## src/sv/lrud_pkg.sv

```systemverilog
// Shared definitions for the LRU block cache directory.
// Holds default sizes, request and result codes, the controller state type and
// the command and status bundles; depends on nothing else.
`timescale 1ns / 1ps

package lrud_pkg;

    localparam int DEF_CACHE_ENTRIES   = 32;
    localparam int DEF_BLOCK_ADDR_BITS = 16;

    // Request codes carried in s_axis_tuser.
    localparam logic [1:0] MODE_ACCESS = 2'd0;
    localparam logic [1:0] MODE_MARK   = 2'd1;
    localparam logic [1:0] MODE_FLUSH  = 2'd2;

    // Result codes carried in m_axis_tuser.
    localparam logic [1:0] KIND_ACCESS = 2'd0;
    localparam logic [1:0] KIND_MARK   = 2'd1;
    localparam logic [1:0] KIND_FLUSH  = 2'd2;

    typedef enum logic [1:0] {
        ST_IDLE,
        ST_EXEC,
        ST_FLUSH
    } ctrl_state_t;

    // Commands from the controller to the datapath.
    typedef struct packed {
        logic capture;     // latch the accepted request
        logic exec;        // run an access or mark and load its result
        logic flush_init;  // restart the flush scan at rank zero
        logic flush_adv;   // step past a clean entry
        logic flush_emit;  // load a flush result and step on
    } lrud_cmd_t;

    // Status from the datapath to the controller.
    typedef struct packed {
        logic out_free;    // output register can take a result this cycle
        logic scan_dirty;  // the entry at the scanned rank is dirty
        logic flush_none;  // no dirty entry anywhere
        logic flush_last;  // next flush result is the final one
    } lrud_status_t;

endpackage

```

## src/sv/lrud_ctrl.sv

```systemverilog
// Controller state machine for the LRU block cache directory.
// Uses lrud_pkg for the state type and the command and status bundles.
`timescale 1ns / 1ps

module lrud_ctrl (
    input  logic                 aclk,
    input  logic                 aresetn,
    input  logic                 s_valid,
    input  logic [1:0]           s_mode,
    output logic                 s_ready,
    input  lrud_pkg::lrud_status_t status,
    output lrud_pkg::lrud_cmd_t    cmd
);
    import lrud_pkg::*;

    ctrl_state_t state_reg;
    ctrl_state_t state_next;

    always_ff @(posedge aclk) begin
        if (!aresetn) begin
            state_reg <= ST_IDLE;
        end else begin
            state_reg <= state_next;
        end
    end

    always_comb begin
        state_next = state_reg;
        unique case (state_reg)
            ST_IDLE: begin
                if (s_valid) begin
                    case (s_mode) inside
                        MODE_ACCESS, MODE_MARK: state_next = ST_EXEC;
                        MODE_FLUSH:             state_next = ST_FLUSH;
                        default:                state_next = ST_IDLE;
                    endcase
                end
            end
            ST_EXEC: begin
                if (status.out_free) begin
                    state_next = ST_IDLE;
                end
            end
            ST_FLUSH: begin
                if (status.flush_none) begin
                    state_next = ST_IDLE;
                end else if (status.scan_dirty && status.out_free && status.flush_last) begin
                    state_next = ST_IDLE;
                end
            end
            default: state_next = ST_IDLE;
        endcase
    end

    // No beat is taken while reset is held.
    always_comb begin
        s_ready = 1'b0;
        cmd     = '0;
        unique case (state_reg)
            ST_IDLE: begin
                s_ready        = aresetn;
                cmd.capture    = s_valid && aresetn;
                cmd.flush_init = s_valid && aresetn && (s_mode == MODE_FLUSH);
            end
            ST_EXEC: begin
                cmd.exec = status.out_free;
            end
            ST_FLUSH: begin
                if (!status.flush_none) begin
                    cmd.flush_emit = status.scan_dirty && status.out_free;
                    cmd.flush_adv  = !status.scan_dirty;
                end
            end
            default: begin
                s_ready = 1'b0;
            end
        endcase
    end

endmodule

```

## src/sv/lrud_datapath.sv

```systemverilog
// Datapath of the LRU block cache directory: entry tags, valid and dirty bits,
// recency ranks, counters, flush scan and the output register.
// Uses lrud_pkg for codes and the command and status bundles.
`timescale 1ns / 1ps

module lrud_datapath #(
    parameter int CACHE_ENTRIES   = lrud_pkg::DEF_CACHE_ENTRIES,
    parameter int BLOCK_ADDR_BITS = lrud_pkg::DEF_BLOCK_ADDR_BITS
) (
    input  logic                               aclk,
    input  logic                               aresetn,
    input  lrud_pkg::lrud_cmd_t                cmd,
    output lrud_pkg::lrud_status_t             status,
    input  logic [1:0]                         in_mode,
    input  logic [BLOCK_ADDR_BITS-1:0]         in_block,
    output logic                               out_valid,
    input  logic                               out_ready,
    output logic [1:0]                         out_kind,
    output logic                               out_hit,
    output logic [$clog2(CACHE_ENTRIES)-1:0]   out_slot,
    output logic                               out_evicted,
    output logic [BLOCK_ADDR_BITS-1:0]         out_writeback_block,
    output logic                               out_fill_request,
    output logic                               out_last
);
    import lrud_pkg::*;

    localparam int IDX_W = $clog2(CACHE_ENTRIES);
    localparam int CNT_W = $clog2(CACHE_ENTRIES + 1);

    // Directory state. Tags and ranks are only looked at while the entry is valid.
    logic [CACHE_ENTRIES-1:0]   valid_reg;
    logic [CACHE_ENTRIES-1:0]   dirty_reg;
    logic [BLOCK_ADDR_BITS-1:0] tag_reg  [CACHE_ENTRIES];
    logic [IDX_W-1:0]           rank_reg [CACHE_ENTRIES];
    logic [CNT_W-1:0]           occ_reg;
    logic [CNT_W-1:0]           dirty_cnt_reg;

    logic [1:0]                 req_mode_reg;
    logic [BLOCK_ADDR_BITS-1:0] req_blk_reg;

    logic [IDX_W-1:0]           scan_rank_reg;
    logic [CNT_W-1:0]           emitted_reg;

    logic                       out_valid_reg;
    logic [1:0]                 out_kind_reg;
    logic                       out_hit_reg;
    logic [IDX_W-1:0]           out_slot_reg;
    logic                       out_evicted_reg;
    logic [BLOCK_ADDR_BITS-1:0] out_wb_reg;
    logic                       out_fill_reg;
    logic                       out_last_reg;

    logic [CACHE_ENTRIES-1:0]   hit_vec;
    logic [CACHE_ENTRIES-1:0]   victim_vec;
    logic [CACHE_ENTRIES-1:0]   scan_vec;
    logic [IDX_W-1:0]           hit_idx;
    logic [IDX_W-1:0]           victim_idx;
    logic [IDX_W-1:0]           scan_idx;
    logic [IDX_W-1:0]           free_idx;
    logic [IDX_W-1:0]           hit_rank;
    logic                       hit_any;
    logic                       full;
    logic                       is_access;
    logic                       is_mark;
    logic [IDX_W-1:0]           access_slot;
    logic                       load_out;

    // Parallel match lines. Among valid entries the ranks form a permutation
    // and the tags are distinct, so each vector has at most one bit set.
    always_comb begin
        for (int i = 0; i < CACHE_ENTRIES; i++) begin
            hit_vec[i]    = valid_reg[i] && (tag_reg[i] == req_blk_reg);
            victim_vec[i] = valid_reg[i] && (rank_reg[i] == '0);
            scan_vec[i]   = valid_reg[i] && (rank_reg[i] == scan_rank_reg);
        end
    end

    always_comb begin
        hit_idx    = '0;
        victim_idx = '0;
        scan_idx   = '0;
        for (int i = 0; i < CACHE_ENTRIES; i++) begin
            if (hit_vec[i])    hit_idx    = hit_idx    | IDX_W'(i);
            if (victim_vec[i]) victim_idx = victim_idx | IDX_W'(i);
            if (scan_vec[i])   scan_idx   = scan_idx   | IDX_W'(i);
        end
    end

    // Lowest-numbered free slot.
    always_comb begin
        free_idx = '0;
        for (int i = CACHE_ENTRIES - 1; i >= 0; i--) begin
            if (!valid_reg[i]) free_idx = IDX_W'(i);
        end
    end

    assign hit_any     = |hit_vec;
    assign hit_rank    = rank_reg[hit_idx];
    assign full        = (occ_reg == CNT_W'(CACHE_ENTRIES));
    assign is_access   = (req_mode_reg == MODE_ACCESS);
    assign is_mark     = (req_mode_reg == MODE_MARK);
    assign access_slot = hit_any ? hit_idx : (full ? victim_idx : free_idx);
    assign load_out    = cmd.exec || cmd.flush_emit;

    assign status.out_free   = !out_valid_reg || out_ready;
    assign status.scan_dirty = |(scan_vec & dirty_reg);
    assign status.flush_none = (dirty_cnt_reg == '0);
    assign status.flush_last = ((emitted_reg + CNT_W'(1)) == dirty_cnt_reg);

    // Control state: valid and dirty bits, counters, output valid.
    always_ff @(posedge aclk) begin
        if (!aresetn) begin
            valid_reg     <= '0;
            dirty_reg     <= '0;
            occ_reg       <= '0;
            dirty_cnt_reg <= '0;
            scan_rank_reg <= '0;
            emitted_reg   <= '0;
            out_valid_reg <= 1'b0;
        end else begin
            if (cmd.exec && is_access && !hit_any) begin
                if (full) begin
                    dirty_reg[victim_idx] <= 1'b0;
                    if (dirty_reg[victim_idx]) begin
                        dirty_cnt_reg <= dirty_cnt_reg - CNT_W'(1);
                    end
                end else begin
                    valid_reg[free_idx] <= 1'b1;
                    dirty_reg[free_idx] <= 1'b0;
                    occ_reg             <= occ_reg + CNT_W'(1);
                end
            end
            if (cmd.exec && is_mark && hit_any) begin
                dirty_reg[hit_idx] <= 1'b1;
                if (!dirty_reg[hit_idx]) begin
                    dirty_cnt_reg <= dirty_cnt_reg + CNT_W'(1);
                end
            end

            if (cmd.flush_init) begin
                scan_rank_reg <= '0;
                emitted_reg   <= '0;
            end else if (cmd.flush_adv || cmd.flush_emit) begin
                scan_rank_reg <= scan_rank_reg + IDX_W'(1);
                if (cmd.flush_emit) begin
                    emitted_reg <= emitted_reg + CNT_W'(1);
                end
            end

            if (load_out) begin
                out_valid_reg <= 1'b1;
            end else if (out_ready) begin
                out_valid_reg <= 1'b0;
            end
        end
    end

    // Payload state: request latch, tags, ranks and the result fields.
    always_ff @(posedge aclk) begin
        if (cmd.capture) begin
            req_mode_reg <= in_mode;
            req_blk_reg  <= in_block;
        end

        if (cmd.exec && is_access) begin
            if (hit_any) begin
                for (int i = 0; i < CACHE_ENTRIES; i++) begin
                    if (valid_reg[i] && (rank_reg[i] > hit_rank)) begin
                        rank_reg[i] <= rank_reg[i] - IDX_W'(1);
                    end
                end
                rank_reg[hit_idx] <= IDX_W'(occ_reg - CNT_W'(1));
            end else if (full) begin
                for (int i = 0; i < CACHE_ENTRIES; i++) begin
                    if (valid_reg[i] && (rank_reg[i] != '0)) begin
                        rank_reg[i] <= rank_reg[i] - IDX_W'(1);
                    end
                end
                rank_reg[victim_idx] <= IDX_W'(CACHE_ENTRIES - 1);
                tag_reg[victim_idx]  <= req_blk_reg;
            end else begin
                rank_reg[free_idx] <= IDX_W'(occ_reg);
                tag_reg[free_idx]  <= req_blk_reg;
            end
        end

        if (cmd.exec) begin
            out_last_reg <= 1'b1;
            out_hit_reg  <= hit_any;
            if (is_access) begin
                out_kind_reg    <= KIND_ACCESS;
                out_slot_reg    <= access_slot;
                out_evicted_reg <= !hit_any && full;
                out_wb_reg      <= (!hit_any && full) ? tag_reg[victim_idx] : '0;
                out_fill_reg    <= !hit_any;
            end else begin
                out_kind_reg    <= KIND_MARK;
                out_slot_reg    <= hit_any ? hit_idx : '0;
                out_evicted_reg <= 1'b0;
                out_wb_reg      <= '0;
                out_fill_reg    <= 1'b0;
            end
        end else if (cmd.flush_emit) begin
            out_kind_reg    <= KIND_FLUSH;
            out_hit_reg     <= 1'b1;
            out_slot_reg    <= scan_idx;
            out_evicted_reg <= 1'b0;
            out_wb_reg      <= tag_reg[scan_idx];
            out_fill_reg    <= 1'b0;
            out_last_reg    <= status.flush_last;
        end
    end

    assign out_valid           = out_valid_reg;
    assign out_kind            = out_kind_reg;
    assign out_hit             = out_hit_reg;
    assign out_slot            = out_slot_reg;
    assign out_evicted         = out_evicted_reg;
    assign out_writeback_block = out_wb_reg;
    assign out_fill_request    = out_fill_reg;
    assign out_last            = out_last_reg;

endmodule

```

## src/sv/lru_block_cache_directory.sv

```systemverilog
// Top level of the LRU block cache directory: stream ports and field packing.
// Instantiates lrud_ctrl and lrud_datapath; uses lrud_pkg.
`timescale 1ns / 1ps

// This block is the directory of a fully associative write-back block cache
// with least-recently-used replacement. Each input beat is one request: an
// access looks up a block number and reports a hit, or a miss with a fill into
// the lowest free slot, evicting the least recent entry (always with a
// write-back) once every slot is in use; a mark sets the dirty bit of a present
// block and reports hit=0, slot=0 for an absent one; a flush emits one beat per
// dirty entry from oldest to newest, with tlast on the final one, and leaves
// the dirty bits set. A flush with no dirty entry and the unused request code
// produce no output beat. Requests are handled one at a time. An access or a
// mark is taken in the idle state and run in the execute state, in which all
// tags are compared in parallel and every rank is updated at once. A flush is
// taken in the idle state and then walks the recency ranks from rank zero up
// to the last dirty entry, one rank per cycle while no dirty entry waits for
// the output register; with nothing dirty there is no walk. The unused request
// code is dropped as its beat is taken. A result beat sits in an output
// register, so the next request is taken while it waits; while m_axis_tready
// is low and that register is full, a pending result waits in its state. No
// beat is taken while reset is held. After reset the directory is empty and
// ready at once; there is no clearing pass.
module lru_block_cache_directory #(
    parameter int CACHE_ENTRIES   = lrud_pkg::DEF_CACHE_ENTRIES,
    parameter int BLOCK_ADDR_BITS = lrud_pkg::DEF_BLOCK_ADDR_BITS
) (
    input  logic aclk,
    input  logic aresetn,

    input  logic s_axis_tvalid,
    output logic s_axis_tready,
    // Fields from bit 0 up: block_number, then zero fill to a whole byte.
    input  logic [((BLOCK_ADDR_BITS + 7) / 8) * 8 - 1:0] s_axis_tdata,
    // Fields from bit 0 up: mode.
    input  logic [1:0] s_axis_tuser,

    output logic m_axis_tvalid,
    input  logic m_axis_tready,
    // Fields from bit 0 up: hit, slot, evicted, writeback_block, fill_request,
    // then zero fill to a whole byte.
    output logic [((3 + $clog2(CACHE_ENTRIES) + BLOCK_ADDR_BITS + 7) / 8) * 8 - 1:0]
                 m_axis_tdata,
    // Fields from bit 0 up: kind.
    output logic [1:0] m_axis_tuser,
    output logic       m_axis_tlast
);
    import lrud_pkg::*;

    localparam int IDX_W      = $clog2(CACHE_ENTRIES);
    localparam int OUT_DATA_W = ((3 + IDX_W + BLOCK_ADDR_BITS + 7) / 8) * 8;

    lrud_cmd_t    cmd;
    lrud_status_t status;

    logic                       out_hit;
    logic [IDX_W-1:0]           out_slot;
    logic                       out_evicted;
    logic [BLOCK_ADDR_BITS-1:0] out_wb;
    logic                       out_fill;

    lrud_ctrl u_ctrl (
        .aclk    (aclk),
        .aresetn (aresetn),
        .s_valid (s_axis_tvalid),
        .s_mode  (s_axis_tuser),
        .s_ready (s_axis_tready),
        .status  (status),
        .cmd     (cmd)
    );

    lrud_datapath #(
        .CACHE_ENTRIES   (CACHE_ENTRIES),
        .BLOCK_ADDR_BITS (BLOCK_ADDR_BITS)
    ) u_datapath (
        .aclk                (aclk),
        .aresetn             (aresetn),
        .cmd                 (cmd),
        .status              (status),
        .in_mode             (s_axis_tuser),
        .in_block            (s_axis_tdata[BLOCK_ADDR_BITS-1:0]),
        .out_valid           (m_axis_tvalid),
        .out_ready           (m_axis_tready),
        .out_kind            (m_axis_tuser),
        .out_hit             (out_hit),
        .out_slot            (out_slot),
        .out_evicted         (out_evicted),
        .out_writeback_block (out_wb),
        .out_fill_request    (out_fill),
        .out_last            (m_axis_tlast)
    );

    // Pack the result fields, lowest first; the size cast adds the zero fill.
    assign m_axis_tdata = OUT_DATA_W'({out_fill, out_wb, out_evicted, out_slot, out_hit});

endmodule

```

## config.mk

```make
export PLATFORM = sky130hd
export DESIGN_NAME = lru_block_cache_directory
export DESIGN_NICKNAME = d
export VERILOG_FILES = /design/src/sv/lrud_pkg.sv /design/src/sv/lrud_ctrl.sv /design/src/sv/lrud_datapath.sv /design/src/sv/lru_block_cache_directory.sv
export SDC_FILE = /design/constraint.sdc
export NUM_CORES = 2
export LEC_CHECK = 0
export ABC_CLOCK_PERIOD_IN_PS = 7550
export BUFFER_PORTS_ARGS = -buffer_cell sky130_fd_sc_hd__buf_4
export CAP_MARGIN = 20
export CORE_MARGIN = 1
export CORE_UTILIZATION = 45
export DETAILED_ROUTE_END_ITERATION = 12
export SYNTH_ARGS = -nofsm -noshare
export SYNTH_HDL_FRONTEND = slang
export SYNTH_SLANG_ARGS = --single-unit
```

## constraint.sdc

```tcl
create_clock -name aclk -period 7.55 [get_ports aclk]
set_clock_uncertainty 0.05 [all_clocks]
set_input_delay 0.3775 -clock aclk [delete_from_list [all_inputs] [get_ports aclk]]
set_output_delay 0.3775 -clock aclk [all_outputs]
set_load 0.03 [all_outputs]
```

==> impl_metrics.prom <==
# TYPE chip_impl_metric gauge
chip_impl_metric{name="seqCellArea",unit="sq um"} 23300
chip_impl_metric{name="placed_cells_incl_taps",unit=""} 7744
chip_impl_metric{name="syn-mean-instance-area",unit="sq um"} 9.57
chip_impl_metric{name="mappedNetlistNets",unit=""} 6357
chip_impl_metric{name="synthToLayoutAreaGrowth",unit="%"} 11.1
chip_impl_metric{name="fin_setup_tns",unit="ns"} 0
chip_impl_metric{name="final_layout_size_suffix_gt1_share",unit="%"} 11.7
chip_impl_metric{name="num_rows",unit=""} 132
chip_impl_metric{name="final_hold_viol_count",unit=""} 0
chip_impl_metric{name="routed_vias_inst",unit=""} 6.66
chip_impl_metric{name="cell_count_final_fillers_out",unit=""} 7951
chip_impl_metric{name="p_per_area",unit="nW/um^2"} 156
chip_impl_metric{name="detailed_place.area",unit="sq um"} 61700
chip_impl_metric{name="critical_path_arrival",unit="ns"} 7.17
chip_impl_metric{name="dieWidth",unit="microns"} 363
chip_impl_metric{name="finalSetupViolCount",unit=""} 0
chip_impl_info{name="synth_ff_type",value="edfxtp_1"} 1
chip_impl_metric{name="postCtsSetupRepairBufs",unit=""} 0
chip_impl_info{name="leading_area_contributor_after_synthesis",value="edfxtp_1"} 1
chip_impl_metric{name="post_cts_resized",unit=""} 0
chip_impl_info{name="rsz0062_at_grt",value="no"} 1
chip_impl_metric{name="min_period_over_period",unit="%"} 91.2
chip_impl_info{name="min_path_type",value="in2reg"} 1
chip_impl_metric{name="clk_pin_slew",unit="ns"} 0.06
chip_impl_info{name="timing.critical_path.to_type",value="flop"} 1
chip_impl_metric{name="cp_max_fo",unit=""} 48
chip_impl_metric{name="cts.sink_count",unit=""} 807
chip_impl_metric{name="synth.lib_cells_used.distinct",unit=""} 102
chip_impl_metric{name="port_buffers",unit=""} 50
chip_impl_metric{name="initial_core_util",unit="%"} 45.3
chip_impl_metric{name="overflow_left_after_global_routing",unit=""} 0
chip_impl_metric{name="max_slew_margin",unit="%"} 20.5
chip_impl_metric{name="ff2ff_path_depth",unit=""} 21
chip_impl_metric{name="hold-path-cell-count",unit=""} 4
chip_impl_metric{name="wire_per_inst",unit="microns"} 32.1
chip_impl_metric{name="fin_total_pwr",unit="mW"} 10.2
chip_impl_metric{name="globalRouteTotalUtil",unit="%"} 37.8
chip_impl_metric{name="drc",unit=""} 0
chip_impl_metric{name="multiInputGateArea",unit="sq um"} 33000
chip_impl_metric{name="cts_hold_buffers",unit=""} 21
chip_impl_metric{name="synth.yosys.seq_area_share",unit="%"} 39.7
chip_impl_info{name="status",value="complete, no violations"} 1
chip_impl_metric{name="largest_reg_flops",unit=""} 512
chip_impl_metric{name="ant_nets",unit=""} 0
chip_impl_metric{name="fin_area",unit="sq um"} 65200
chip_impl_info{name="top_signal_layer_used",value="met5"} 1
chip_impl_metric{name="worstSkewPairLatency",unit="ns"} 0.76
chip_impl_metric{name="fin_nets",unit=""} 6349
chip_impl_metric{name="ys_async_sr_fraction",unit="%"} 0
chip_impl_metric{name="dp_hpwl",unit="microns"} 185000
chip_impl_metric{name="number_of_global_route_vias_before_repair",unit=""} 49200
chip_impl_metric{name="finalWirelength",unit="microns"} 256000
chip_impl_info{name="top_count_cell_post_synth",value="nand2_1"} 1
chip_impl_metric{name="cts_buffers",unit=""} 96
chip_impl_info{name="clock_tree.root_cell",value="clkbuf_16"} 1
chip_impl_metric{name="cellLeakagePower",unit="nW"} 22.6
chip_impl_metric{name="synth.ff_latch_count",unit=""} 807
chip_impl_metric{name="num-fill-cells",unit=""} 12100
chip_impl_metric{name="number_of_synthesized_flops_with_an_enable_pin",unit=""} 716
chip_impl_metric{name="synthesis.area",unit="sq um"} 58700
chip_impl_metric{name="synthCells",unit=""} 6135
chip_impl_metric{name="regToRegSetupSlack",unit="ns"} 0.66
chip_impl_metric{name="met2_length",unit="microns"} 110000
chip_impl_metric{name="timing.fmax",unit="MHz"} 145
chip_impl_info{name="synth_common_cells",value="nand2_1, edfxtp_1, xnor2_1"} 1
chip_impl_info{name="clock_tree_from_tritoncts",value="done"} 1
chip_impl_metric{name="met1_wirelength",unit="microns"} 98000
chip_impl_metric{name="hold_slack",unit="ns"} 0.120
chip_impl_info{name="post_synth_main_area_contributors",value="edfxtp_1, xnor2_1, nand2_1"} 1
chip_impl_metric{name="worstMarginPinSlew",unit="ns"} 1.19
chip_impl_metric{name="die_height",unit="microns"} 363
chip_impl_info{name="crit_path_start_kind",value="flop"} 1
chip_impl_metric{name="grt_pass1_wl",unit="microns"} 362000
chip_impl_metric{name="fraction_of_synthesized_cell_area_taken_by_the_top_area_cell_type",unit="%"} 36.6
chip_impl_metric{name="route.met3.wl",unit="microns"} 28100
chip_impl_info{name="crit_type",value="reg2reg"} 1
chip_impl_metric{name="die_area",unit="sq um"} 132000
chip_impl_metric{name="grt_max_degree",unit=""} 148
chip_impl_metric{name="cts-htree-levels",unit=""} 3
chip_impl_metric{name="cap_violations",unit=""} 0
chip_impl_metric{name="final.min_clock_period",unit="ns"} 6.89
chip_impl_metric{name="report.final.slew_viol_count",unit=""} 0
chip_impl_metric{name="coreArea",unit="sq um"} 129000
chip_impl_metric{name="yosys_warnings",unit=""} 0
chip_impl_metric{name="grt_antenna_before_repair",unit=""} 15
chip_impl_metric{name="design.portCount",unit=""} 51
chip_impl_metric{name="worst_path_required_time",unit="ns"} 7.83
chip_impl_metric{name="detailedRoute.firstIterationViolations",unit=""} 7647
chip_impl_metric{name="cts_max_path_buffers",unit=""} 3
chip_impl_metric{name="finalWeightedCongestion",unit=""} 1.05
chip_impl_metric{name="irDropWorstVdd",unit="mV"} 0.216
chip_impl_metric{name="drt_first_pass_iters",unit=""} 6
chip_impl_metric{name="detailroute.via_count",unit=""} 53000
routing by layer:
layer | vias up | track usage [%]
li1 | 22600 | -
met1 | 25900 | 49.4
met2 | 3694 | 56.7
met3 | 788 | 7.33
met4 | 6 | 25.1
met5 | - | 0
stage by stage:
step	util (%)	worst slack, ns
floorplan	-	0.951
global placement	47.7	0.824
detailed placement	47.7	0.884
CTS	50.3	0.796
global route	50.3	0.490
finish	50.3	0.663
power by group:
part,internal [mW],switching [mW]
sequential,4.84,0.0227
clock,2.71,2.09
combinational,0.182,0.357
critical path, cell delays in order, from the launching register on:
cell and delay [ns]:
edfxtp_1 0.87, buf_4 0.43, xnor2_1 0.23, nand4_1 0.15, nor3_1 0.62, a22oi_1 0.32
and4_1 0.34, and3_4 0.39, o21ai_0 0.51, o21ai_0 0.17, o2bb2ai_1 0.17, a221oi_1 0.30
nand3_2 0.16, buf_12 0.21, ha_1 0.32, nor2b_1 0.13, o21a_1 0.11, o21ai_0 0.08
nand2b_1 0.08, a21oi_1 0.06, o32a_1 0.28, o32ai_1 0.41
logic make-up after synthesis:
group,share of synthesized area (%)
AO/OA/AOI/OAI,11.6
multiplexers,7.98
flip-flops,39.7
XOR/XNOR,11.4
AND/OR/NAND/NOR,20.6
buffers and inverters,4.34
adder cells (fa/ha/maj),4.26
worst paths after layout:
path                                 to                       start
max reg2reg  u_datapath.rank_reg[13][3]  u_datapath.req_blk_reg[13]
max          u_datapath.rank_reg[13][3]  u_datapath.req_blk_reg[13]
min reg2reg    u_datapath.dirty_reg[12]    u_datapath.dirty_reg[12]
min                 u_ctrl.state_reg[1]               s_axis_tvalid
cell type report:
| type | instances | area share (%) |
|---|---|---|
| tap | 1742 | 3.34 |
| timing repair buffer | 333 | 4.66 |
| clock buffer | 119 | 3.88 |
| antenna | 4 | 0.0154 |
| clock inverter | 57 | 1.00 |
| multi-input combinational | 4784 | 50.7 |
| inverter | 105 | 0.609 |
| sequential | 807 | 35.8 |
placed cells by master (no fill, tap or decap), types with 32 or more instances in the layout:
master / instances
and3_1: 180
nor3_1: 75
a211oi_1: 69
o21ai_0: 156
nand2b_1: 59
o21a_1: 32
nor2b_1: 74
nor4b_1: 46
a21oi_1: 190
edfxtp_1: 716
dfxtp_1: 86
nor4_1: 127
o211ai_1: 76
ha_1: 200
nand2_1: 921
mux2i_1: 315
mux2_2: 135
nand3_1: 167
xor2_1: 341
nand4_1: 130
inv_1: 102
a31oi_1: 128
clkbuf_16: 97
buf_4: 267
o22ai_1: 113
nor2_1: 315
xnor2_1: 420
buf_12: 38
or4_1: 35
a22oi_1: 38
Power figures use the tool's default switching activity.
